$ cat src/hw/rtl/ced_pkg.sv
`timescale 1ns / 1ps
`default_nettype none
package ced_pkg;

  localparam int MAX_HEX_DIGITS = 16;
  localparam int DIGIT_W        = 5;
  localparam int ACCUM_W        = 64;
  localparam int QUEUE_DEPTH    = 4;
  localparam int QUEUE_AW       = $clog2(QUEUE_DEPTH);
  localparam int QUEUE_CW       = $clog2(QUEUE_DEPTH + 1);

  localparam logic [7:0] CH_BSLASH = 8'h5C;
  localparam logic [7:0] CH_X      = 8'h78;

  // One decoded item: up to eight bytes of a hex value, then up to two plain bytes.
  typedef struct packed {
    logic [3:0]         hex_bytes;
    logic [ACCUM_W-1:0] value;
    logic [1:0]         tail_n;
    logic [7:0]         tail0;
    logic [7:0]         tail1;
  } ced_cmd_t;

endpackage
`default_nettype wire

$ cat src/hw/rtl/ced_front.sv
`timescale 1ns / 1ps
`default_nettype none
module ced_front import ced_pkg::*; (
  input  logic       clk,
  input  logic       rst,
  input  logic       in_valid,
  output logic       in_ready,
  input  logic [7:0] in_byte,
  input  logic       in_eos,
  input  logic       queue_full,
  output logic       push,
  output ced_cmd_t   cmd
);

  typedef enum logic [1:0] {
    MODE_NORMAL,
    MODE_ESCAPE,
    MODE_HEX
  } mode_t;

  mode_t              mode, mode_next;
  logic [DIGIT_W-1:0] count, count_next, count_inc;
  logic [ACCUM_W-1:0] accum, accum_next, accum_inc;
  logic               is_digit, is_alpha, is_hex;
  logic [3:0]         hex_val;
  logic               accept;

  function automatic logic [3:0] flush_bytes(input logic [DIGIT_W-1:0] cnt);
    if (cnt <= DIGIT_W'(2)) begin
      return 4'd1;
    end else if (cnt <= DIGIT_W'(4)) begin
      return 4'd2;
    end else if (cnt <= DIGIT_W'(8)) begin
      return 4'd4;
    end
    return 4'd8;
  endfunction

  function automatic ced_cmd_t add_tail(input ced_cmd_t c, input logic [7:0] b);
    ced_cmd_t r;
    r = c;
    if (c.tail_n == 2'd0) begin
      r.tail0 = b;
    end else begin
      r.tail1 = b;
    end
    r.tail_n = c.tail_n + 2'd1;
    return r;
  endfunction

  function automatic ced_cmd_t add_flush(input ced_cmd_t c, input logic [DIGIT_W-1:0] cnt,
                                         input logic [ACCUM_W-1:0] acc);
    ced_cmd_t r;
    r = c;
    if (cnt == '0) begin
      r = add_tail(c, CH_X);
    end else begin
      r.hex_bytes = flush_bytes(cnt);
      r.value     = acc;
    end
    return r;
  endfunction

  assign in_ready = !queue_full;
  assign accept   = in_valid && in_ready;

  assign is_digit  = (in_byte >= "0") && (in_byte <= "9");
  assign is_alpha  = ((in_byte >= "a") && (in_byte <= "f")) ||
                     ((in_byte >= "A") && (in_byte <= "F"));
  assign is_hex    = is_digit || is_alpha;
  assign hex_val   = is_digit ? in_byte[3:0] : (in_byte[3:0] + 4'd9);
  assign count_inc = count + DIGIT_W'(1);
  assign accum_inc = {accum[ACCUM_W-5:0], hex_val};

  always_comb begin
    cmd        = '0;
    mode_next  = mode;
    count_next = count;
    accum_next = accum;
    case (mode)
      MODE_ESCAPE: begin
        mode_next = MODE_NORMAL;
        case (in_byte)
          "0":       cmd = add_tail(cmd, 8'h00);
          "a":       cmd = add_tail(cmd, 8'h07);
          "b":       cmd = add_tail(cmd, 8'h08);
          "f":       cmd = add_tail(cmd, 8'h0C);
          "n":       cmd = add_tail(cmd, 8'h0A);
          "r":       cmd = add_tail(cmd, 8'h0D);
          "t":       cmd = add_tail(cmd, 8'h09);
          "v":       cmd = add_tail(cmd, 8'h0B);
          CH_BSLASH: cmd = add_tail(cmd, in_byte);
          "'":       cmd = add_tail(cmd, in_byte);
          "\"":      cmd = add_tail(cmd, in_byte);
          "?":       cmd = add_tail(cmd, in_byte);
          CH_X: begin
            mode_next  = MODE_HEX;
            count_next = '0;
            accum_next = '0;
          end
          default: begin
            cmd = add_tail(cmd, CH_BSLASH);
            cmd = add_tail(cmd, in_byte);
          end
        endcase
      end
      MODE_HEX: begin
        if (is_hex) begin
          count_next = count_inc;
          accum_next = accum_inc;
          if (count_inc >= DIGIT_W'(MAX_HEX_DIGITS)) begin
            cmd        = add_flush(cmd, count_inc, accum_inc);
            mode_next  = MODE_NORMAL;
            count_next = '0;
            accum_next = '0;
          end
        end else begin
          cmd        = add_flush(cmd, count, accum);
          count_next = '0;
          accum_next = '0;
          if (in_byte == CH_BSLASH) begin
            mode_next = MODE_ESCAPE;
          end else begin
            mode_next = MODE_NORMAL;
            cmd       = add_tail(cmd, in_byte);
          end
        end
      end
      default: begin
        if (in_byte == CH_BSLASH) begin
          mode_next = MODE_ESCAPE;
        end else begin
          mode_next = MODE_NORMAL;
          cmd       = add_tail(cmd, in_byte);
        end
      end
    endcase
    if (in_eos) begin
      if (mode_next == MODE_ESCAPE) begin
        cmd = add_tail(cmd, CH_BSLASH);
      end else if (mode_next == MODE_HEX) begin
        cmd = add_flush(cmd, count_next, accum_next);
      end
      mode_next  = MODE_NORMAL;
      count_next = '0;
      accum_next = '0;
    end
  end

  assign push = accept && ((cmd.hex_bytes != 4'd0) || (cmd.tail_n != 2'd0));

  always_ff @(posedge clk) begin
    if (rst) begin
      mode  <= MODE_NORMAL;
      count <= '0;
      accum <= '0;
    end else if (accept) begin
      mode  <= mode_next;
      count <= count_next;
      accum <= accum_next;
    end
  end

endmodule
`default_nettype wire

$ cat src/hw/rtl/ced_queue.sv
`timescale 1ns / 1ps
`default_nettype none
module ced_queue import ced_pkg::*; (
  input  logic     clk,
  input  logic     rst,
  input  logic     push,
  input  ced_cmd_t push_cmd,
  input  logic     pop,
  output ced_cmd_t head,
  output logic     not_empty,
  output logic     full
);

  ced_cmd_t              entries [QUEUE_DEPTH];
  logic [QUEUE_AW-1:0]   wptr, rptr;
  logic [QUEUE_CW-1:0]   count;

  assign head      = entries[rptr];
  assign not_empty = (count != '0);
  assign full      = (count == QUEUE_CW'(QUEUE_DEPTH));

  always_ff @(posedge clk) begin
    if (push) begin
      entries[wptr] <= push_cmd;
    end
  end

  always_ff @(posedge clk) begin
    if (rst) begin
      wptr  <= '0;
      rptr  <= '0;
      count <= '0;
    end else begin
      if (push) begin
        wptr <= (wptr == QUEUE_AW'(QUEUE_DEPTH - 1)) ? '0 : wptr + QUEUE_AW'(1);
      end
      if (pop) begin
        rptr <= (rptr == QUEUE_AW'(QUEUE_DEPTH - 1)) ? '0 : rptr + QUEUE_AW'(1);
      end
      case ({push, pop})
        2'b10:   count <= count + QUEUE_CW'(1);
        2'b01:   count <= count - QUEUE_CW'(1);
        default: count <= count;
      endcase
    end
  end

endmodule
`default_nettype wire

$ cat src/hw/rtl/ced_back.sv
`timescale 1ns / 1ps
`default_nettype none
module ced_back import ced_pkg::*; (
  input  logic       clk,
  input  logic       rst,
  input  ced_cmd_t   head,
  input  logic       head_valid,
  output logic       pop,
  output logic       m_tvalid,
  input  logic       m_tready,
  output logic [7:0] m_tdata,
  output logic       m_tlast
);

  logic [3:0] idx;
  logic [3:0] total;
  logic       is_last;
  logic       load;
  logic [7:0] cur_byte;

  assign total   = head.hex_bytes + {2'b00, head.tail_n};
  assign is_last = (idx == (total - 4'd1));
  assign load    = head_valid && (!m_tvalid || m_tready);
  assign pop     = load && is_last;

  always_comb begin
    if (idx < head.hex_bytes) begin
      cur_byte = head.value[{idx[2:0], 3'b000} +: 8];
    end else if (idx == head.hex_bytes) begin
      cur_byte = head.tail0;
    end else begin
      cur_byte = head.tail1;
    end
  end

  always_ff @(posedge clk) begin
    if (rst) begin
      idx      <= '0;
      m_tvalid <= 1'b0;
    end else if (load) begin
      m_tvalid <= 1'b1;
      idx      <= is_last ? 4'd0 : idx + 4'd1;
    end else if (m_tready) begin
      m_tvalid <= 1'b0;
    end
  end

  always_ff @(posedge clk) begin
    if (load) begin
      m_tdata <= cur_byte;
      m_tlast <= is_last;
    end
  end

endmodule
`default_nettype wire

$ cat src/hw/rtl/c_escape_sequence_decoder_core.sv
// C string escape decoder.
// The slave channel takes one raw byte per word on s_tdata, with s_tlast
// marking the final byte of a stream; after that byte any pending escape is
// flushed and the decoder returns to plain text. The master channel gives one
// decoded byte per word on m_tdata, and m_tlast is set on the last byte that
// an input word produced. An input word that produces no byte (a backslash,
// the x of a hex escape, a hex digit) gives no output word.
// A front stage classifies each byte and writes one command per input word
// that yields bytes into a four-entry queue; a back stage reads the queue and
// sends its bytes one per cycle from an output register while the receiver
// takes them. From input accept, the first output word passes through the
// queue and then the output register.
// Throughput is one input word per cycle while each word yields at most one
// byte and the receiver does not stall; a word that yields several bytes (up
// to nine, for a hex value) holds the back stage while it sends them, and the
// queue lets input continue until it fills. When the receiver stalls,
// the output register holds its word, the queue fills and s_tready drops.
// Reset clears the parse state, the queue and the output register; s_tready is
// high in the first cycle after reset.
`timescale 1ns / 1ps
`default_nettype none
module c_escape_sequence_decoder_core import ced_pkg::*; (
  input  logic       clk,
  input  logic       rst,
  input  logic       s_tvalid,
  output logic       s_tready,
  input  logic [7:0] s_tdata,   // in_byte
  input  logic       s_tlast,
  output logic       m_tvalid,
  input  logic       m_tready,
  output logic [7:0] m_tdata,   // out_byte
  output logic       m_tlast
);

  ced_cmd_t push_cmd, head;
  logic     push, pop, not_empty, full;

  ced_front u_front (
    .clk        (clk),
    .rst        (rst),
    .in_valid   (s_tvalid),
    .in_ready   (s_tready),
    .in_byte    (s_tdata),
    .in_eos     (s_tlast),
    .queue_full (full),
    .push       (push),
    .cmd        (push_cmd)
  );

  ced_queue u_queue (
    .clk       (clk),
    .rst       (rst),
    .push      (push),
    .push_cmd  (push_cmd),
    .pop       (pop),
    .head      (head),
    .not_empty (not_empty),
    .full      (full)
  );

  ced_back u_back (
    .clk        (clk),
    .rst        (rst),
    .head       (head),
    .head_valid (not_empty),
    .pop        (pop),
    .m_tvalid   (m_tvalid),
    .m_tready   (m_tready),
    .m_tdata    (m_tdata),
    .m_tlast    (m_tlast)
  );

endmodule
`default_nettype wire

$ cat config.mk
export PLATFORM = sky130hd
export DESIGN_NAME = c_escape_sequence_decoder_core
export DESIGN_NICKNAME = d
export VERILOG_FILES = /design/src/hw/rtl/ced_pkg.sv /design/src/hw/rtl/ced_front.sv /design/src/hw/rtl/ced_queue.sv /design/src/hw/rtl/ced_back.sv /design/src/hw/rtl/c_escape_sequence_decoder_core.sv
export SDC_FILE = /design/constraint.sdc
export NUM_CORES = 1
export LEC_CHECK = 0
export ABC_AREA = 1
export CORE_ASPECT_RATIO = 1.2
export CORE_MARGIN = 1.5
export CORE_UTILIZATION = 35
export DETAILED_ROUTE_END_ITERATION = 10
export DONT_BUFFER_PORTS = 1
export MAX_ROUTING_LAYER = met4
export PLACE_DENSITY = 0.56
export REMOVE_ABC_BUFFERS = 1
export SYNTH_ARGS = -nofsm -noshare
export SYNTH_HDL_FRONTEND = slang
export SYNTH_SLANG_ARGS = --single-unit
$ cat constraint.sdc
create_clock -name clk -period 13.2 [get_ports clk]
set_input_delay 3.3 -clock clk [delete_from_list [all_inputs] [get_ports clk]]
set_output_delay 3.3 -clock clk [all_outputs]
set_load 0.02 [all_outputs]
==> results.py <==
metrics = {
    "run_status": {
        "status": "complete, no violations",
    },
    "yosys": {
        "ys_seq_area_frac": 0.6037,
        "ys_types": 48,
        "synth_area_per_cell_um2": 9.754,
        "synth.yosys.warnings": 0,
        "synth_enable_flop_cells": 353,
        "synthArstFlopShare": 0,
        "ys_dominant_reg_cell": "sky130_fd_sc_hd__edfxtp_1",
        "postSynthRegisterBits": 438,
        "syn_inst": 2089,
        "netlist_area_before_placement_um2": 20380,
    },
    "die": {
        "fp.dieArea_um2": 59680,
        "dieWidth_um": 223.3,
        "rows": 96,
        "io_pins": 24,
        "placeable_core_region_um2": 57420,
        "die_height_um": 267.3,
        "initial_cell_density_of_the_core": 0.3549,
    },
    "detailed_routing": {
        "route.final.wire_length_um": 57570,
        "routed-via-count": 15488,
        "vias_per_instance": 5.531,
        "drt_first_pass_iters": 5,
        "wl_per_cell_um": 20.56,
        "final_antenna_net_count": 0,
        "drt_first_iter_violations": 1709,
        "remaining_drc_errors": 0,
    },
    "cts": {
        "cts.clk_slew.worst_paths_ns": 0.06,
        "cts.htree.levels": 2,
        "clock_path_buffers": 3,
        "clock_sinks": 438,
        "tritoncts": "yes",
        "postCtsHoldBufs": 0,
        "root_buffer": "sky130_fd_sc_hd__clkbuf_16",
        "ctsResizeCount": 0,
        "cts_post_setup_buffers_inserted": 0,
        "numCtsBuffers": 45,
        "worstSkewPairLatency_ns": 0.58,
    },
    "worst_setup_path": {
        "crit_chain": "inv_1 > ha_1 > nand2_1 > nor2_1 > nor2_1 > a21oi_4 > nand2_2 > buf_4 > inv_2 > nand2_1 > nand2_1 > nand2_2 > nor2_2 > nand3_1 > nand2_1 > inv_1 > nand2_1 > nor2_2 > nand2_2 > nand2_2 > nor2_4 > buf_4 > buf_4",
        "reg2reg_setup_slack_ns": 8.20,
        "crit_arrival_ns": 8.18,
        "top_delay_family_on_crit_path": "buffers and inverters",
        "timing.critical_path.slowest_stage_cell": "sky130_fd_sc_hd__inv_2",
        "timing.critical_path.from_type": "input pin",
        "reg2reg_from": "u_front.mode[0]",
        "critical-path-max-stage-delay_ns": 0.85,
        "worst-path-stages": 23,
        "timing.setup.critical_path_class": "in2reg",
        "r2r.worst_path.cells": 19,
        "regToRegEndpoint": "u_queue.entries[3][81]",
        "cp.buffers_inverters": 6,
        "timing.critical_path.to_type": "flop",
        "critical_path_peak_fanout": 76,
        "path_common_cell": "sky130_fd_sc_hd__nand2_1",
        "cp_data_required_time_ns": 13.40,
    },
    "worst_hold_path": {
        "worstHoldPathCells": 2,
        "hold_path.startpoint": "u_front.accum[36]",
        "worst_hold_path.endpoint": "u_front.accum[36]",
        "hp-class": "reg2reg",
    },
    "timing": {
        "report.final.slew_viol_count": 0,
        "unrepaired_setup_endpoints_after_global_routing": "false",
        "setup-tns-final_ns": 0,
        "fmaxAchievable_mhz": 125.4,
        "ratio_of_final_minimum_period_to_clock_period": 0.6039,
        "clock_skew_ns": 0.01459,
        "tightest_slew_ns": 1.099,
        "fin_crit_ns": 7.972,
        "slew-limit-headroom": 0.2597,
        "setup_viol_count_final": 0,
        "final_hold_viol_count": 0,
    },
    "layout": {
        "num_antenna_cells": 0,
        "design.final.nets": 2069,
        "most-common-layout-cells": "sky130_fd_sc_hd__edfxtp_1 (353), sky130_fd_sc_hd__nand2_1 (315), sky130_fd_sc_hd__o21ai_0 (289), sky130_fd_sc_hd__nor2_1 (211), sky130_fd_sc_hd__inv_1 (169)",
        "layout-drive-gt1-share": 0.06925,
        "flow.area_growth_from_synthesis_pct": 10.17,
        "final.fill_count": 5553,
        "most_common_cell_after_layout_fill_and_taps_aside": "sky130_fd_sc_hd__edfxtp_1",
    },
    "power_and_ir_drop": {
        "power_w": 0.004032,
        "static-leakage-power_nw": 7.638,
        "p_per_area_nw_per_um2": 179.6,
        "irDropWorstVdd_mv": 0.1112,
    },
    "placement": {
        "port_buffers": 0,
        "weighted_congestion_at_the_end_of_routability_driven_global_placement": 0.8331,
        "hpwlAfterDp_um": 35090,
    },
    "global_routing": {
        "grt_antenna_before_repair": 0,
        "grt_pass1_vias": 14493,
        "gr-total-overflow": 0,
        "grt_start_max_net_pins": 91,
        "globalRouteTotalUtil": 0.1951,
        "first_pass_grt_wire_length_um": 87290,
    },
    "run": {
        "timing.max_cap.violations": 0,
    },
}
==> power breakdown <==
| part | switching, W | leakage (nW) | internal (W) | total (W) |
|---|---|---|---|---|
| logic | 0.000813 | 2.95 | 0.000312 | 0.00113 |
| clock network | 0.000531 | 0.683 | 0.000708 | 0.00124 |
| registers | 0.0000523 | 4.00 | 0.00162 | 0.00167 |
==> worst reg2reg max path: cells and delay by family, from the launching register on <==
family                     cells  cell delay [ns]
and+or+nand+nor               13             2.21
buffers and inverters          5             1.55
adders and majority gates      1             0.44
DFF                            1             0.39
==> layer usage <==
metal  GRT usage  up-vias  wire [um]
met5           -        -          0
met4     0.05424        0       1200
met3     0.02183       78       3096
met2      0.3092      450      26890
li1            -     7296          -
met1      0.2660     7664      26390
==> flip-flops by register name, summed over array words and instances, names as in the netlist, named ones only <==
| name | count |
|---|---|
| u_queue.entries | 344 |
| u_back.idx | 4 |
| u_front.mode | 2 |
| u_front.count | 5 |
| u_front.accum | 64 |
| u_back.m_tlast | 1 |
| u_queue.count | 3 |
| u_back.m_tvalid | 1 |
| u_back.m_tdata | 8 |
| u_queue.rptr | 2 |
| u_queue.wptr | 2 |
==> layout make-up <==
| class | instances | area [um^2] | area share |
|---|---|---|---|
| well taps | 735 | 919.6 | 0.04097 |
| clock inverters | 26 | 201.4 | 0.008974 |
| inverters | 186 | 701.9 | 0.03127 |
| multi-input cells | 1331 | 6898 | 0.3073 |
| clock buffers | 56 | 1210 | 0.05390 |
| repair buffers | 28 | 210.2 | 0.009364 |
| flip-flops and latches | 438 | 12310 | 0.5482 |
==> Yosys cell counts, drive strengths merged (24+ instances only) <==
library cell | number | share of area
clkbuf | 119 | 0.022
a211oi | 24 | 0.0088
nand2 | 331 | 0.063
ha | 24 | 0.015
dfxtp | 85 | 0.084
o22ai | 107 | 0.033
o21ai | 291 | 0.071
nand4 | 24 | 0.0074
o221ai | 43 | 0.018
edfxtp | 353 | 0.52
nor2 | 225 | 0.043
a21oi | 145 | 0.037
nand3 | 58 | 0.015
inv | 181 | 0.033
==> metrics by stage <==
step	area, um^2	util	setup slack, ns	instances	hold slack (ns)
2_1_floorplan	19850	-	2.967	1955	0.4393
3_3_place_gp	21040	0.3664	4.658	2718	0.4461
3_5_place_dp	21040	0.3664	4.660	2718	0.4492
4_1_cts	22450	0.3910	5.247	2800	0.4593
5_1_grt	22450	0.3910	4.761	2800	0.4796
6_report	22450	0.3910	5.228	2800	0.4583
==> logic make-up (layout without fill, tap and decap cells) <==
family,after synthesis,after routing,synth area share
adders and majority gates,26,26,0.01670
DFF,438,438,0.6037
AOI/OAI and AO/OA,641,641,0.1809
xor gates and xnor gates,11,11,0.004728
and+or+nand+nor,653,653,0.1337
buffers and inverters,320,296,0.06024
==> how the worst max path moves through the flow <==
stage | from | to
floorplan | s_tdata[0] | u_queue.entries[0][0]
global placement | s_tdata[0] | u_queue.entries[3][10]
detailed placement | s_tdata[1] | u_queue.entries[3][14]
CTS | s_tdata[1] | u_queue.entries[3][21]
global route | s_tdata[0] | u_queue.entries[3][10]
finish | s_tdata[0] | u_queue.entries[3][81]
Note: power is estimated with default switching activity, not from simulation.
